--- src/rtl/hpd_pkg.sv ---
// shared types, character codes and result struct for the hex profile decoder
// no dependencies
`timescale 1ns / 1ps

package hpd_pkg;

  localparam int LENGTH_BITS_DEF = 24;

  typedef enum logic [2:0] {
    PH_SKIP_FIRST = 3'd0,
    PH_FIND_NL    = 3'd1,
    PH_SKIP_WS    = 3'd2,
    PH_NUM_LEAD   = 3'd3,
    PH_NUM_BODY   = 3'd4,
    PH_HEX        = 3'd5,
    PH_DONE       = 3'd6
  } phase_t;

  typedef enum logic [1:0] {
    ERR_OK     = 2'd0,
    ERR_LENGTH = 2'd1,
    ERR_DATA   = 2'd2
  } err_t;

  localparam logic [7:0] CH_NUL   = 8'h00;
  localparam logic [7:0] CH_TAB   = 8'h09;
  localparam logic [7:0] CH_NL    = 8'h0a;
  localparam logic [7:0] CH_VT    = 8'h0b;
  localparam logic [7:0] CH_FF    = 8'h0c;
  localparam logic [7:0] CH_CR    = 8'h0d;
  localparam logic [7:0] CH_SP    = 8'h20;
  localparam logic [7:0] CH_PLUS  = 8'h2b;
  localparam logic [7:0] CH_MINUS = 8'h2d;
  localparam logic [7:0] CH_0     = 8'h30;
  localparam logic [7:0] CH_9     = 8'h39;
  localparam logic [7:0] CH_A     = 8'h61;
  localparam logic [7:0] CH_F     = 8'h66;
  localparam logic [3:0] HEX_A_VAL = 4'd10;

  typedef struct packed {
    logic       valid;
    logic [7:0] data;
    logic       last;
    err_t       err;
  } res_t;

endpackage

--- src/rtl/hpd_in_if.sv ---
// input character channel: valid/ready with one text byte and a last flag
// no dependencies
`timescale 1ns / 1ps

interface hpd_in_if;
  logic       valid;
  logic       ready;
  logic [7:0] in_byte;
  logic       in_last;

  modport source (output valid, output in_byte, output in_last, input ready);
  modport sink   (input valid, input in_byte, input in_last, output ready);
endinterface

--- src/rtl/hpd_out_if.sv ---
// result channel: valid/ready with decoded byte, last flag and error code
// no dependencies
`timescale 1ns / 1ps

interface hpd_out_if;
  logic       valid;
  logic       ready;
  logic [7:0] out_byte;
  logic       out_last;
  logic [1:0] error_code;

  modport source (output valid, output out_byte, output out_last, output error_code,
                  input ready);
  modport sink   (input valid, input out_byte, input out_last, input error_code,
                  output ready);
endinterface

--- src/rtl/hex_profile_text_decoder.sv ---
// top level of the hex profile text decoder
// depends on hpd_pkg, hpd_in_if, hpd_out_if and hpd_step
//
// Usage:
//   in_ch carries one character of profile text per transfer (in_byte) with
//   in_last set on the final character of a profile. out_ch carries decoded
//   bytes (out_byte), out_last on the final byte or on an error, and
//   error_code (0 ok, 1 invalid length, 2 ran out of data).
//   A character's result, if any, is in the output register the cycle after
//   its input transfer. One character is accepted every cycle while in_ready
//   is high; the rate is set by the single state update between the state
//   registers and the output register.
//   in_ready is high while the output register is empty or is being read in
//   the same cycle, so a stalled receiver holds the result and blocks new
//   input only while a result is waiting.
//   Reset (rst_n low, synchronous) empties the output register and puts the
//   parser back at the first character of a profile. The character marked
//   last also returns the parser to that state.
`timescale 1ns / 1ps

module hex_profile_text_decoder #(
  parameter int LENGTH_BITS = hpd_pkg::LENGTH_BITS_DEF
) (
  input  logic       clk,
  input  logic       rst_n,
  hpd_in_if.sink     in_ch,
  hpd_out_if.source  out_ch
);

  hpd_pkg::phase_t        phase_r, phase_nxt;
  logic [LENGTH_BITS-1:0] len_r, len_nxt;
  logic                   len_neg_r, len_neg_nxt;
  logic                   len_ovf_r, len_ovf_nxt;
  logic                   num_ended_r, num_ended_nxt;
  logic [LENGTH_BITS:0]   nib_cnt_r, nib_cnt_nxt;
  logic [3:0]             hi_nib_r, hi_nib_nxt;
  hpd_pkg::res_t          res;

  logic       out_valid_r, out_valid_nxt;
  logic [7:0] out_byte_r;
  logic       out_last_r;
  logic [1:0] out_err_r;
  logic       in_xfer;

  assign in_ch.ready = !out_valid_r || out_ch.ready;
  assign in_xfer     = in_ch.valid && in_ch.ready;

  hpd_step #(
    .LENGTH_BITS (LENGTH_BITS)
  ) u_step (
    .phase         (phase_r),
    .len           (len_r),
    .len_neg       (len_neg_r),
    .len_ovf       (len_ovf_r),
    .num_ended     (num_ended_r),
    .nib_cnt       (nib_cnt_r),
    .hi_nib        (hi_nib_r),
    .ch            (in_ch.in_byte),
    .ch_last       (in_ch.in_last),
    .phase_nxt     (phase_nxt),
    .len_nxt       (len_nxt),
    .len_neg_nxt   (len_neg_nxt),
    .len_ovf_nxt   (len_ovf_nxt),
    .num_ended_nxt (num_ended_nxt),
    .nib_cnt_nxt   (nib_cnt_nxt),
    .hi_nib_nxt    (hi_nib_nxt),
    .res           (res)
  );

  always_comb begin
    if (in_xfer) begin
      out_valid_nxt = res.valid;
    end else begin
      out_valid_nxt = out_valid_r && !out_ch.ready;
    end
  end

  always_ff @(posedge clk) begin
    if (!rst_n) begin
      phase_r     <= hpd_pkg::PH_SKIP_FIRST;
      len_r       <= '0;
      len_neg_r   <= 1'b0;
      len_ovf_r   <= 1'b0;
      num_ended_r <= 1'b0;
      nib_cnt_r   <= '0;
      hi_nib_r    <= '0;
      out_valid_r <= 1'b0;
    end else begin
      out_valid_r <= out_valid_nxt;
      if (in_xfer) begin
        phase_r     <= phase_nxt;
        len_r       <= len_nxt;
        len_neg_r   <= len_neg_nxt;
        len_ovf_r   <= len_ovf_nxt;
        num_ended_r <= num_ended_nxt;
        nib_cnt_r   <= nib_cnt_nxt;
        hi_nib_r    <= hi_nib_nxt;
      end
    end
  end

  // payload only loads when a new result takes the slot
  always_ff @(posedge clk) begin
    if (in_xfer && res.valid) begin
      out_byte_r <= res.data;
      out_last_r <= res.last;
      out_err_r  <= res.err;
    end
  end

  assign out_ch.valid      = out_valid_r;
  assign out_ch.out_byte   = out_byte_r;
  assign out_ch.out_last   = out_last_r;
  assign out_ch.error_code = out_err_r;

endmodule

--- src/rtl/hpd_step.sv ---
// per-character next-state and result logic of the hex profile decoder
// depends on hpd_pkg
`timescale 1ns / 1ps

module hpd_step #(
  parameter int LENGTH_BITS = hpd_pkg::LENGTH_BITS_DEF
) (
  input  hpd_pkg::phase_t         phase,
  input  logic [LENGTH_BITS-1:0]  len,
  input  logic                    len_neg,
  input  logic                    len_ovf,
  input  logic                    num_ended,
  input  logic [LENGTH_BITS:0]    nib_cnt,
  input  logic [3:0]              hi_nib,
  input  logic [7:0]              ch,
  input  logic                    ch_last,
  output hpd_pkg::phase_t         phase_nxt,
  output logic [LENGTH_BITS-1:0]  len_nxt,
  output logic                    len_neg_nxt,
  output logic                    len_ovf_nxt,
  output logic                    num_ended_nxt,
  output logic [LENGTH_BITS:0]    nib_cnt_nxt,
  output logic [3:0]              hi_nib_nxt,
  output hpd_pkg::res_t           res
);

  logic                   is_digit;
  logic                   is_lhex;
  logic                   is_sep;
  logic                   is_lead_ws;
  logic [3:0]             nib_val;
  logic [LENGTH_BITS+3:0] len_x10;
  logic                   x10_too_big;
  logic [LENGTH_BITS:0]   cnt_inc;
  logic                   fin;
  logic                   lead;

  assign is_digit   = (ch >= hpd_pkg::CH_0) && (ch <= hpd_pkg::CH_9);
  assign is_lhex    = (ch >= hpd_pkg::CH_A) && (ch <= hpd_pkg::CH_F);
  assign is_sep     = (ch == hpd_pkg::CH_SP) || (ch == hpd_pkg::CH_NL);
  assign is_lead_ws = (ch == hpd_pkg::CH_TAB) || (ch == hpd_pkg::CH_VT) ||
                      (ch == hpd_pkg::CH_FF) || (ch == hpd_pkg::CH_CR);
  // low nibble of '0'..'9' is the value; 'a'..'f' have low nibble 1..6
  assign nib_val    = is_digit ? ch[3:0] : 4'(ch[3:0] + (hpd_pkg::HEX_A_VAL - 4'd1));

  // len*10 + digit by shift and add, overflow if anything lands above the field
  assign len_x10 = {1'b0, len, 3'b000} + {3'b000, len, 1'b0} +
                   {{LENGTH_BITS{1'b0}}, ch[3:0]};
  assign x10_too_big = |len_x10[LENGTH_BITS+3:LENGTH_BITS];

  assign cnt_inc = nib_cnt + {{LENGTH_BITS{1'b0}}, 1'b1};
  assign fin     = cnt_inc >= {len, 1'b0};

  always_comb begin
    phase_nxt     = phase;
    len_nxt       = len;
    len_neg_nxt   = len_neg;
    len_ovf_nxt   = len_ovf;
    num_ended_nxt = num_ended;
    nib_cnt_nxt   = nib_cnt;
    hi_nib_nxt    = hi_nib;
    res           = '0;
    lead          = (phase == hpd_pkg::PH_SKIP_WS) || (phase == hpd_pkg::PH_NUM_LEAD);

    case (phase)
      hpd_pkg::PH_SKIP_FIRST: begin
        phase_nxt = hpd_pkg::PH_FIND_NL;
      end
      hpd_pkg::PH_FIND_NL: begin
        if (ch == hpd_pkg::CH_NL) begin
          phase_nxt = hpd_pkg::PH_SKIP_WS;
        end
      end
      hpd_pkg::PH_SKIP_WS, hpd_pkg::PH_NUM_LEAD, hpd_pkg::PH_NUM_BODY: begin
        if (phase == hpd_pkg::PH_SKIP_WS && (ch == hpd_pkg::CH_NUL || is_sep)) begin
          phase_nxt = phase;
        end else if (is_sep) begin
          if (len_neg || len_ovf || len == '0) begin
            res.valid = 1'b1;
            res.last  = 1'b1;
            res.err   = hpd_pkg::ERR_LENGTH;
            phase_nxt = hpd_pkg::PH_DONE;
          end else begin
            nib_cnt_nxt = '0;
            phase_nxt   = hpd_pkg::PH_HEX;
          end
        end else if (lead) begin
          phase_nxt = hpd_pkg::PH_NUM_LEAD;
          if (is_lead_ws) begin
            phase_nxt = hpd_pkg::PH_NUM_LEAD;
          end else if (ch == hpd_pkg::CH_PLUS || ch == hpd_pkg::CH_MINUS) begin
            len_neg_nxt = (ch == hpd_pkg::CH_MINUS);
            phase_nxt   = hpd_pkg::PH_NUM_BODY;
          end else if (is_digit) begin
            if (x10_too_big) begin
              len_ovf_nxt = 1'b1;
            end else begin
              len_nxt = len_x10[LENGTH_BITS-1:0];
            end
            phase_nxt = hpd_pkg::PH_NUM_BODY;
          end else begin
            num_ended_nxt = 1'b1;
            phase_nxt     = hpd_pkg::PH_NUM_BODY;
          end
        end else begin
          if (!num_ended && is_digit) begin
            if (x10_too_big) begin
              len_ovf_nxt = 1'b1;
            end else begin
              len_nxt = len_x10[LENGTH_BITS-1:0];
            end
          end else begin
            num_ended_nxt = 1'b1;
          end
        end
      end
      hpd_pkg::PH_HEX: begin
        if (ch == hpd_pkg::CH_NUL) begin
          res.valid = 1'b1;
          res.last  = 1'b1;
          res.err   = hpd_pkg::ERR_DATA;
          phase_nxt = hpd_pkg::PH_DONE;
        end else if (is_digit || is_lhex) begin
          nib_cnt_nxt = cnt_inc;
          if (!nib_cnt[0]) begin
            hi_nib_nxt = nib_val;
          end else begin
            res.valid = 1'b1;
            res.data  = {hi_nib, nib_val};
            res.last  = fin;
            res.err   = hpd_pkg::ERR_OK;
            if (fin) begin
              phase_nxt = hpd_pkg::PH_DONE;
            end
          end
        end
      end
      default: begin
        phase_nxt = phase;
      end
    endcase

    // end of the text: report a short profile, then start afresh
    if (ch_last) begin
      if (!res.valid && phase_nxt != hpd_pkg::PH_DONE) begin
        res.valid = 1'b1;
        res.data  = '0;
        res.last  = 1'b1;
        res.err   = hpd_pkg::ERR_DATA;
      end
      phase_nxt     = hpd_pkg::PH_SKIP_FIRST;
      len_nxt       = '0;
      len_neg_nxt   = 1'b0;
      len_ovf_nxt   = 1'b0;
      num_ended_nxt = 1'b0;
      nib_cnt_nxt   = '0;
      hi_nib_nxt    = '0;
    end
  end

endmodule

--- src/flat_wrapper.sv ---
// flat-port wrapper written by rule: the top's interface ports become plain ports
module hex_profile_text_decoder_flat 
#(
  parameter int LENGTH_BITS = hpd_pkg::LENGTH_BITS_DEF
)
  (clk, rst_n, in_ch_valid, in_ch_in_byte, in_ch_in_last, in_ch_ready, out_ch_valid, out_ch_out_byte, out_ch_out_last, out_ch_error_code, out_ch_ready);
  hpd_in_if in_ch_i ();
  hpd_out_if out_ch_i ();
  input  logic clk;
  input  logic rst_n;
  input wire logic [$bits(in_ch_i.valid)-1:0] in_ch_valid;
  input wire logic [$bits(in_ch_i.in_byte)-1:0] in_ch_in_byte;
  input wire logic [$bits(in_ch_i.in_last)-1:0] in_ch_in_last;
  output wire logic [$bits(in_ch_i.ready)-1:0] in_ch_ready;
  output wire logic [$bits(out_ch_i.valid)-1:0] out_ch_valid;
  output wire logic [$bits(out_ch_i.out_byte)-1:0] out_ch_out_byte;
  output wire logic [$bits(out_ch_i.out_last)-1:0] out_ch_out_last;
  output wire logic [$bits(out_ch_i.error_code)-1:0] out_ch_error_code;
  input wire logic [$bits(out_ch_i.ready)-1:0] out_ch_ready;
  assign in_ch_i.valid = in_ch_valid;
  assign in_ch_i.in_byte = in_ch_in_byte;
  assign in_ch_i.in_last = in_ch_in_last;
  assign in_ch_ready = in_ch_i.ready;
  assign out_ch_valid = out_ch_i.valid;
  assign out_ch_out_byte = out_ch_i.out_byte;
  assign out_ch_out_last = out_ch_i.out_last;
  assign out_ch_error_code = out_ch_i.error_code;
  assign out_ch_i.ready = out_ch_ready;
  hex_profile_text_decoder #(.LENGTH_BITS(LENGTH_BITS)) u_core (.clk(clk), .rst_n(rst_n), .in_ch(in_ch_i), .out_ch(out_ch_i));
endmodule
--- config.mk ---
export PLATFORM = sky130hd
export DESIGN_NAME = hex_profile_text_decoder_flat
export DESIGN_NICKNAME = d
export VERILOG_FILES = /design/src/rtl/hpd_pkg.sv /design/src/rtl/hpd_in_if.sv /design/src/rtl/hpd_out_if.sv /design/src/rtl/hex_profile_text_decoder.sv /design/src/rtl/hpd_step.sv /design/src/flat_wrapper.sv
export SDC_FILE = /design/constraint.sdc
export NUM_CORES = 1
export LEC_CHECK = 0
export BUFFER_PORTS_ARGS = -buffer_cell sky130_fd_sc_hd__buf_2
export CAP_MARGIN = 20
export CORE_MARGIN = 2
export CORE_UTILIZATION = 57
export DETAILED_ROUTE_END_ITERATION = 7
export PLACE_DENSITY_LB_ADDON = 0.1
export SYNTH_ARGS = -nofsm -noshare
export SYNTH_HDL_FRONTEND = slang
export SYNTH_SLANG_ARGS = --single-unit
--- constraint.sdc ---
create_clock -name clk -period 3.69 [get_ports clk]
set_clock_uncertainty 0.05 [all_clocks]
set_input_delay 0.738 -clock clk [delete_from_list [all_inputs] [get_ports clk]]
set_output_delay 0.738 -clock clk [all_outputs]
set_load 0.05 [all_outputs]
=== After elaboration in Yosys (flattened, before gate mapping) ===
Index checks and enable logic that the tools add are counted.

* Muxes and demuxes: 78
* Reduce and logical (&&, ||, !) cells: 40
* Eq/ne operators: 29
* Add/sub/neg operators: 4
* Order comparisons: 5

{| class="wikitable"
|+ Operator list
! kind !! count
|-
| 2-to-1 mux 24 bit || 10
|-
| 2-to-1 mux 25 bit || 6
|-
| case mux 25 bit (2 select lines) || 1
|-
| 2-to-1 mux 12 bit || 4
|-
| 2-to-1 mux 3 bit || 14
|-
| equality test 8 x 4 -> 1 bit, second input constant || 5
|-
| != test 3 bit, second input constant || 11
|-
| 2-to-1 mux 1 bit || 31
|-
| adder 27 x 25 -> 28 bit || 1
|-
| adder 28 x 4 -> 28 bit || 1
|-
| adder 25 x 1 -> 25 bit, second input constant || 1
|-
| greater-or-equal comparator 25 bit || 1
|-
| equality test 8 x 6 -> 1 bit, second input constant || 3
|-
| zero test 24 bit || 1
|-
| 2-to-1 mux 4 bit || 6
|-
| 2-to-1 mux 8 bit || 2
|-
| AND reduction 8 bit || 2
|-
| AND reduction 7 bit || 2
|-
| case mux 3 bit (4 select lines) || 1
|-
| logical OR 1 bit || 11
|-
| != test 2 bit, second input constant || 5
|-
| nonzero test 2 bit || 5
|-
| greater-or-equal comparator 8 x 6 -> 1 bit, second input constant || 1
|-
| greater-or-equal comparator 8 x 7 -> 1 bit, second input constant || 1
|-
| other kinds (17) || 30
|}

* Output and inout port bits: 13
* Register bits: 71

=== Longest topological paths before layout ===
Gate-level depths: netlist (run 1).

* Depth after elaboration: 14
* Mapped depth: 15
* Mapped depth without buffers: 15

=== Hierarchy ===
From an unflattened synthesis (run 1), not the netlist that was laid out.

* Cell total of the unflattened synthesis: 972
* Area total of the unflattened synthesis: 7343.3 um^2

{| class="wikitable"
|+ By module, submodules not included
! module !! sequential area each (um^2) !! times used !! cells each !! area an instance (um^2)
|-
| hpd_step || 0.0 || 1 || 699 || 4633.2
|-
| hex_profile_text_decoder || 1531.5 || 1 || 273 || 2710.1
|}

=== Worst setup path before layout (run 1) ===
OpenSTA, ideal clock, no wires.

* Path type: input -> register
* From: in in_ch_in_byte[3]
* To: reg u_core.len_r[20]
* Cell stages on the path: 12
* Data arrival time: 3495 ps
* Setup slack: 25 ps
* Library setup time: 120 ps
* Data required time: 3520 ps
* Cell sequence: fa_1 > inv_1 > fa_1 > nand2b_1 > a21o_1 > a21oi_1 > a31oi_1 > o21a_1 > o31ai_4 > nand4b_4 > buf_6 > mux2i_1

* Longest elaborated chain between the ends: 11

{| class="wikitable"
|+ Ends and longest elaborated chain
! item !! RTL line !! RTL
|-
| start: declaration || flat_wrapper.sv:12 || <nowiki>input wire logic [$bits(in_ch_i.in_byte)-1:0] in_ch_in_byte;</nowiki>
|-
| adder 28 x 4 -> 28 bit || hpd_step.sv:47 || <nowiki>assign len_x10 = {1'b0, len, 3'b000} + {3'b000, len, 1'b0} +</nowiki>
|-
| OR reduction 4 bit || hpd_step.sv:49 || <nowiki>assign x10_too_big = |len_x10[LENGTH_BITS+3:LENGTH_BITS];</nowiki>
|-
| 2-to-1 mux 24 bit || hpd_step.sv:95, hpd_step.sv:107 ||
|-
| 2-to-1 mux 24 bit || hpd_step.sv:94 || <nowiki>end else if (is_digit) begin</nowiki>
|-
| 2-to-1 mux 24 bit || hpd_step.sv:91 || <nowiki>end else if (ch == hpd_pkg::CH_PLUS || ch == hpd_pkg::CH_MINUS) begin</nowiki>
|-
| 2-to-1 mux 24 bit || hpd_step.sv:89 || <nowiki>if (is_lead_ws) begin</nowiki>
|-
| 2-to-1 mux 24 bit || hpd_step.sv:87 || <nowiki>end else if (lead) begin</nowiki>
|-
| 2-to-1 mux 24 bit || hpd_step.sv:77 || <nowiki>end else if (is_sep) begin</nowiki>
|-
| 2-to-1 mux 24 bit || hpd_step.sv:75 || <nowiki>if (phase == hpd_pkg::PH_SKIP_WS && (ch == hpd_pkg::CH_NUL || is_sep)) begin</nowiki>
|-
| 2-to-1 mux 24 bit || hpd_step.sv:65 || <nowiki>case (phase)</nowiki>
|-
| 2-to-1 mux 24 bit || hpd_step.sv:144 || <nowiki>if (ch_last) begin</nowiki>
|-
| end signal: assignment || hex_profile_text_decoder.sv:92 || <nowiki>len_r <= len_nxt;</nowiki>
|-
| end: declaration || hex_profile_text_decoder.sv:31 || <nowiki>logic [LENGTH_BITS-1:0] len_r, len_nxt;</nowiki>
|}

Several ways; a longest one is shown, not always the timed one. The select of a mux whose other input is x is not followed.
A chain may end at the register's enable or synchronous reset.

=== Worst setup path after layout (run 1) ===
* From: in in_ch_in_byte[3]
* To: reg u_core.len_r[1]

* Longest elaborated chain between the ends: 11

{| class="wikitable"
|+ Ends and longest elaborated chain
! item !! RTL line
|-
| adder 28 x 4 -> 28 bit || hpd_step.sv:47
|-
| OR reduction 4 bit || hpd_step.sv:49
|-
| 2-to-1 mux 24 bit (9 in a row) || --
|}

Several ways; a longest one is shown, not always the timed one. The select of a mux whose other input is x is not followed.

==> impl_metrics.env, run 1 <==
export IMPL_status="finished, final reports clean"
export IMPL_port_buffers=25
export IMPL_insertion_delay_ns=0.36
export IMPL_post_route_period_util=0.9583
export IMPL_postLayoutCoreUtil=0.6671
export IMPL_synth_edf_count=11
export IMPL_ys_warn_count=0
export IMPL_antenna_found_initial=0
export IMPL_die_area_um2=11440
export IMPL_viasPerCell=5.801
export IMPL_clk_pin_slew_ns=0.09
export IMPL_pwr_share_seq=0.476
export IMPL_grt_max_degree=37
export IMPL_area_growth_pct=13.98
export IMPL_layout_drive_gt1_share=0.1321
export IMPL_grt_pass1_vias=5476
export IMPL_syn_area_um2=6042
export IMPL_final_area_um2=6887
export IMPL_slew_headroom=0.3353
export IMPL_critPathRequiredTime_ns=3.92
export IMPL_htreeDepth=3
export IMPL_pin_count=26
export IMPL_crit_chain="buf_2, fa_1, inv_1, fa_1, nand2b_1, a21o_1, a21oi_4, a31oi_1, buf_4, o211ai_1, o31ai_4, nand4b_4, buf_12, mux2i_1"
export IMPL_place_hpwl_um=11500
export IMPL_grt_pass1_wl_um=25340
export IMPL_nNetsFinal=897
export IMPL_synth_seq_area_share=0.2535
export IMPL_worstPathMaxFanout=17
export IMPL_drt_iter0_markers=239
export IMPL_rows=37
export IMPL_gp_congestion=0.8879
export IMPL_hold_end="u_core.nib_cnt_r[10]"
export IMPL_crit_slowest_cell="fa_1"
export IMPL_r2r_cells=17
export IMPL_cp_start_kind="input pin"
export IMPL_combPwrFrac=0.088
export IMPL_power_mw=1.673
export IMPL_hold_path_class="register to register"
export IMPL_critPathMaxStageDelay_ns=0.55
export IMPL_setup_ws_ns=0.1538
export IMPL_synthesis_area_per_instance_um2=8.056
export IMPL_design_core_area_um2=10320
export IMPL_ys_flop_type="dfxtp_1"
export IMPL_pwr_share_clk=0.437
export IMPL_path_buf_inv=4
export IMPL_hold_buffers=0
export IMPL_syn_nets=842
export IMPL_drcViolationCount=0
export IMPL_p_switching_mw=0.4415
export IMPL_worst_path_stages=14
export IMPL_hold_viol_final=0
export IMPL_wl_um=14930
export IMPL_p_int_mw=1.232
export IMPL_wire_per_inst_um=15.78
export IMPL_finalSetupTns_ns=0
export IMPL_cap_violations=0
export IMPL_r2r_start="u_core.nib_cnt_r[0]"
export IMPL_pwr_density_cell_nw_per_um2=243.0
export IMPL_clockBufferDepth=2
export IMPL_layout_common_cells="nand2_1, ha_1, dfxtp_1"
export IMPL_dp_slack_ns=-0.3146
export IMPL_async_reset_ff_frac=0
export IMPL_end_kind="register"
export IMPL_p_leak_nw=3.099
export IMPL_synth_seq_cells=71
export IMPL_ys_types=59
export IMPL_setup_violations_final=0
export IMPL_grt_util_all_layers=0.2711
export IMPL_critical_path_most_common_cell="fa_1"
export IMPL_timing_rr_end="u_core.phase_r[1]"
export IMPL_peakVddDrop_mv=0.1659
export IMPL_synthCells=750
export IMPL_ant_nets=0
export IMPL_initial_core_util=0.5853
export IMPL_slew_violations=0
export IMPL_crit_family="adder cells"
export IMPL_cts_buffers=9
export IMPL_netSwitchingFraction=0.2639
export IMPL_hold_start="u_core.nib_cnt_r[10]"
export IMPL_critPathKind="input pin to register"
export IMPL_die_w_um=107.0
export IMPL_tightest_slew_ns=0.9970
export IMPL_die_height_um=107.0
export IMPL_cts_sinks=71
export IMPL_fmax_mhz=282.8
export IMPL_cts_tree="built"
export IMPL_num_vias=5488
export IMPL_root_buffer="clkbuf_8"
export IMPL_holdPathStages=2
export IMPL_placed_cell_area_um2=6570
export IMPL_reg2reg_slack_ns=0.20
export IMPL_final_common_cell="nand2_1"
export IMPL_finalCriticalPeriod_ns=3.536
export IMPL_drt_pass1_iterations=5
export IMPL_crit_arrival_ns=3.77
export IMPL_grt_overflow=0
export IMPL_diodes=0
-- flip-flops by register name, summed over array words and instances (netlist names) --
register	flops
u_core.hi_nib_r	4
u_core.len_neg_r	1
u_core.len_ovf_r	1
u_core.len_r	24
u_core.nib_cnt_r	25
u_core.num_ended_r	1
u_core.out_ch.error_code	2
u_core.out_ch.out_byte	8
u_core.out_ch.out_last	1
u_core.out_ch.valid	1
u_core.phase_r	3
-- synth_stat cells, drive strengths merged (3+ instances only) --
cell | number | area share
a21oi | 46 | 0.039
nand2 | 100 | 0.062
a22oi | 3 | 0.0037
xnor2 | 25 | 0.036
and3 | 13 | 0.013
mux2i | 27 | 0.045
clkbuf | 25 | 0.016
nand3b | 16 | 0.020
a31oi | 7 | 0.0072
ha | 77 | 0.16
o31ai | 5 | 0.0085
nor2b | 18 | 0.019
a41oi | 3 | 0.0056
a311oi | 3 | 0.0054
nor4 | 11 | 0.011
nand2b | 14 | 0.014
o21a | 10 | 0.012
dfxtp | 60 | 0.20
or4 | 3 | 0.0037
nor3 | 12 | 0.0099
nand4 | 11 | 0.011
and2 | 13 | 0.013
nor2 | 44 | 0.027
o211ai | 8 | 0.0099
inv | 47 | 0.029
edfxtp | 11 | 0.055
buf | 5 | 0.0062
nor3b | 3 | 0.0037
a21boi | 19 | 0.024
o21bai | 4 | 0.0050
o21ai | 25 | 0.021
xor2 | 17 | 0.025
a21o | 14 | 0.017
nand3 | 26 | 0.022
a211oi | 4 | 0.0050
-- power groups by stage --
stage	registers [mW]	clock network, mW	logic (mW)
4_1_cts	0.796	0.740	0.145
2_1_floorplan	0.829	0	0.0844
3_5_place_dp	0.814	0	0.145
6_report	0.796	0.731	0.147
5_1_grt	0.796	0.770	0.160
3_3_place_gp	0.813	0	0.141
-- stage by stage --
stage,hold slack [ns],cells
final,0.4289,946
after CTS,0.4315,944
after global routing,0.4504,946
after floorplan,0.3903,750
after global placement,0.3980,928
after detailed placement,0.4148,928
-- final cells by class --
class	instances	area (µm²)
clock buffer	9	123.9
clock inverter	7	105.1
fill	867	3437
inverter	47	176.4
multi-input combinational	602	4274
sequential	71	1531
tap	136	170.2
timing repair buffer	74	505.5
-- cells by family after synthesis --
family | Yosys count | share of synthesized area
fa+ha+maj | 79 | 0.1661
buf+inv | 77 | 0.05115
compound gates | 162 | 0.1793
mux | 28 | 0.04659
xor+xnor | 42 | 0.06088
simple gates | 291 | 0.2425
flops | 71 | 0.2535
-- timing repair --
item,4_1_cts,5_1_grt
pin swaps,1,4
resized for setup,3,14
buffers inserted,0,2
endpoints found under the setup margin,3,26
-- worst max path at each step --
stage	start	to
floorplan	in_ch_in_byte[3]	u_core.len_r[20]
global placement	in_ch_in_byte[3]	u_core.len_r[1]
detailed placement	in_ch_in_byte[3]	u_core.len_r[1]
CTS	u_core.nib_cnt_r[0]	u_core.phase_r[1]
global route	u_core.nib_cnt_r[0]	u_core.phase_r[1]
finish	in_ch_in_byte[3]	u_core.len_r[1]
-- worst min-delay path: cells and delay by family, from the launching register on --
family           cells  cell delay (ns)
AND/OR/NAND/NOR      1             0.05
flip-flops           1             0.32
AO/OA/AOI/OAI        1             0.06
-- metal layers --
| layer | global-route usage | up-vias | share of wire |
|---|---|---|---|
| met1 | 0.3275 | 2567 | 0.44 |
| li1 | - | 2773 | - |
| met4 | 0.07328 | 0 | 0.019 |
| met3 | 0.04134 | 26 | 0.036 |
| met5 | 0 | - | 0 |
| met2 | 0.4982 | 122 | 0.50 |
Note: power is estimated with default switching activity, not from simulation.
==> run 2: changes to the inputs <==
CORE_UTILIZATION = 58   (was 57)
SYNTH_HIERARCHICAL = 1   (was default)
==> run 2 against run 1 <==
- critical path depth up 6
- die area rose by 19%
- synthesized cell count up 30%
- maximum frequency decreased by 5.4%
- combinational power is 10% higher
- largest power group is now the clock network
- utilization up 5.1 points
- routed wire length grew 37%
- sequential power hardly changed
- the flow now finishes with violations (setup timing)
- worst hold slack got worse by 0.0028 ns
- register-to-register slack got worse by 0.25 ns
- total power rose by 15%
==> impl_metrics.env, run 2 <==
export IMPL_status="complete, but fails checks"
export IMPL_violations="setup timing"
export IMPL_syn_area_um2=7343
export IMPL_reg2reg_slack_ns=-0.05
export IMPL_root_buffer="clkbuf_16"
export IMPL_async_reset_ff_frac=0
export IMPL_post_route_period_util=1.013
export IMPL_met2_length_um=9600
export IMPL_peakVddDrop_mv=0.2246
export IMPL_pin_count=26
export IMPL_p_switching_mw=0.4826
export IMPL_layout_cells_non_filler=1236
export IMPL_rsz0062_at_grt="true"
export IMPL_grt_pass1_vias=6680
export IMPL_htreeDepth=3
export IMPL_cts_buffers=9
export IMPL_drt_pass1_iterations=5
export IMPL_port_buffers=25
export IMPL_cap_violations=0
export IMPL_fmax_mhz=267.4
export IMPL_slew_headroom=0.6218
export IMPL_crit_family="simple AND/OR/NAND/NOR gates"
export IMPL_finalCriticalPeriod_ns=3.740
export IMPL_top_layer="met4"
export IMPL_clockBufferDepth=2
export IMPL_hold_start="u_core/hi_nib_r[2]"
export IMPL_ant_nets=0
export IMPL_place_hpwl_um=14260
export IMPL_finalSetupTns_ns=-0.3990
export IMPL_critPathMaxStageDelay_ns=0.34
export IMPL_largest_reg_flops=25
export IMPL_final_common_cell="nand2_1"
export IMPL_crit_chain="buf_6, nand3_4, nor3b_4, nand3_4, nor2_4, buf_6, nand4_1, xnor2_2, ha_4, nand4_1, nor3_2, nand3_1, o211ai_1, nand3_1, and3b_2, nor3_4, o21ai_1, nand2_1, nor2b_4, clkbuf_16"
export IMPL_p_int_mw=1.445
export IMPL_design_core_area_um2=12470
export IMPL_synth_common_cells="nand2_1, a21oi_1, ha_1, nor2_1, mux2i_1"
export IMPL_hold_viol_final=0
export IMPL_pwr_share_clk=0.504
export IMPL_drcViolationCount=0
export IMPL_pwr_density_cell_nw_per_um2=215.5
export IMPL_tightest_slew_ns=0.5674
export IMPL_layout_common_cells="nand2_1, buf_4, a21oi_1"
export IMPL_crit_arrival_ns=3.81
export IMPL_worstPathMaxFanout=5
export IMPL_dr_wl_met3_um=913
export IMPL_setup_ws_ns=-0.04950
export IMPL_wl_met1_um=9628
export IMPL_top_register="u_core/nib_cnt_r"
export IMPL_synth_edf_count=11
export IMPL_path_buf_inv=3
export IMPL_critPathRequiredTime_ns=3.76
export IMPL_insertion_delay_ns=0.35
export IMPL_setup_violations_final=11
export IMPL_synth_seq_cells=71
export IMPL_holdPathStages=2
export IMPL_r2r_cells=20
export IMPL_grt_pass1_wl_um=32470
export IMPL_gp_congestion=0.9046
export IMPL_num_vias=7410
export IMPL_p_leak_nw=3.899
export IMPL_slew_violations=0
export IMPL_antenna_found_initial=0
export IMPL_die_height_um=116.5
export IMPL_cts_tree="built"
export IMPL_hold_path_class="register to register"
export IMPL_synthesis_area_per_instance_um2=7.555
export IMPL_final_area_um2=8946
export IMPL_critPathKind="register to register"
export IMPL_die_area_um2=13580
export IMPL_wl_um=20450
export IMPL_viasPerCell=5.995
export IMPL_diodes=0
export IMPL_r2r_start="u_core/nib_cnt_r[1]"
export IMPL_cts_sinks=71
export IMPL_synthTopCellsByArea="dfxtp_1, ha_1, mux2i_1"
export IMPL_hold_end="u_core/hi_nib_r[2]"
export IMPL_ys_warn_count=6
export IMPL_rows=41
export IMPL_cp_start_kind="register"
export IMPL_crit_slowest_cell="dfxtp_2"
export IMPL_place_inst=1208
export IMPL_drt_iter0_markers=543
export IMPL_die_w_um=116.5
export IMPL_nNetsFinal=1151
export IMPL_placed_cell_area_um2=8194
export IMPL_layout_drive_gt1_share=0.2049
export IMPL_ys_types=71
export IMPL_grt_util_all_layers=0.2978
export IMPL_clk_pin_slew_ns=0.06
export IMPL_synth_top_area_frac=0.1636
export IMPL_wire_per_inst_um=16.54
export IMPL_power_mw=1.927
export IMPL_pwr_share_seq=0.412
export IMPL_synth_seq_area_share=0.2086
export IMPL_initial_core_util=0.5891
export IMPL_ys_flop_type="dfxtp_1"
export IMPL_grt_max_degree=120
export IMPL_area_growth_pct=21.83
export IMPL_syn_nets=1064
export IMPL_grt_overflow=0
export IMPL_netSwitchingFraction=0.2504
export IMPL_yosysMostFrequentCell="nand2_1"
export IMPL_timing_rr_end="u_core/out_ch.out_byte[5]"
export IMPL_combPwrFrac=0.084
export IMPL_yosysTopAreaCell="dfxtp_1"
export IMPL_end_kind="register"
export IMPL_synthCells=972
==> run 2: changes by cell type after synthesis, sizes merged, moves of 15 or more <==
cell    before  now
o21ai       25   48
buf          5   24
nor2        44   65
a21boi      19    2
a21oi       46   82
nand4       11   33
nand3b      16    1
mux2i       27   62
nand2      100  162
==> run 2: worst max-delay path by stage <==
stage                        start                           to  slack, ns  cells past startpoint
6_report       u_core/nib_cnt_r[1]    u_core/out_ch.out_byte[5]      -0.05                     20
5_1_grt        u_core/nib_cnt_r[7]    u_core/out_ch.out_byte[7]      -0.18                     19
4_1_cts        u_core/nib_cnt_r[0]    u_core/out_ch.out_byte[6]      0.004                     19
3_5_place_dp      in_ch_in_byte[3]              u_core/len_r[7]      -0.29                     14
3_3_place_gp      in_ch_in_byte[3]              u_core/len_r[7]      -0.21                     14
2_1_floorplan  u_core/nib_cnt_r[1]  u_core/out_ch.error_code[0]      0.009                     20
==> run 2: per-stage QoR <==
step | worst slack, ns | util | hold WS (ns)
2_1_floorplan | 0.008574 | - | 0.3835
3_3_place_gp | -0.2099 | 0.6573 | 0.4088
3_5_place_dp | -0.2871 | 0.6573 | 0.4158
4_1_cts | 0.004346 | 0.6907 | 0.4255
5_1_grt | -0.1844 | 0.7177 | 0.4448
6_report | -0.04950 | 0.7177 | 0.4261
==> run 2: repair_timing <==
item,4_1_cts,5_1_grt
pin swaps,4,27
endpoints found under the setup margin,21,47
hold buffers,0,0
buffers inserted,2,7
hold endpoints to repair,0,0
gates resized for setup,13,47
gates cloned,0,2
==> run 2: routing by layer <==
layer / GRT usage / vias to the layer above
met5: 0 / -
met2: 0.4926 / 205
li1: - / 3678
met3: 0.04411 / 32
met1: 0.4038 / 3495
met4: 0.08492 / 0
==> run 2: cell families after synthesis <==
kind of cell,Yosys count,share of synthesized area
and+or+nand+nor,396,0.2597
AOI/OAI and AO/OA,223,0.1985
buffers and inverters,99,0.06168
adders and majority gates,79,0.1366
DFF,71,0.2086
muxes,63,0.08605
xor gates and xnor gates,41,0.04890
==> run 2: power groups by stage <==
| stage | logic (mW) | registers, mW | clock network [mW] |
|---|---|---|---|
| 6_report | 0.162 | 0.794 | 0.972 |
| 5_1_grt | 0.173 | 0.795 | 1.01 |
| 4_1_cts | 0.154 | 0.794 | 0.986 |
| 2_1_floorplan | 0.0947 | 0.830 | 0 |
| 3_3_place_gp | 0.149 | 0.811 | 0 |
| 3_5_place_dp | 0.149 | 0.811 | 0 |
==> run 2: layout make-up <==
type | instances | area (µm²)
Clock buffer | 9 | 225.2
Clock inverter | 7 | 102.6
Fill cell | 1030 | 3520
Inverter | 40 | 150.1
Multi-Input combinational cell | 803 | 5664
Sequential cell | 71 | 1540
Tap cell | 172 | 215.2
Timing Repair Buffer | 134 | 1049
==> run 2: worst register-to-register path: stages (launching register included) <==
cell and delay [ns]:
dfxtp_2 0.34, buf_6 0.11, nand3_4 0.10, nor3b_4 0.28, nand3_4 0.15, nor2_4 0.16
buf_6 0.12, nand4_1 0.18, xnor2_2 0.24, ha_4 0.29, nand4_1 0.10, nor3_2 0.24
nand3_1 0.13, o211ai_1 0.12, nand3_1 0.10, and3b_2 0.24, nor3_4 0.13, o21ai_1 0.09
nand2_1 0.13, nor2b_4 0.08, clkbuf_16 0.15
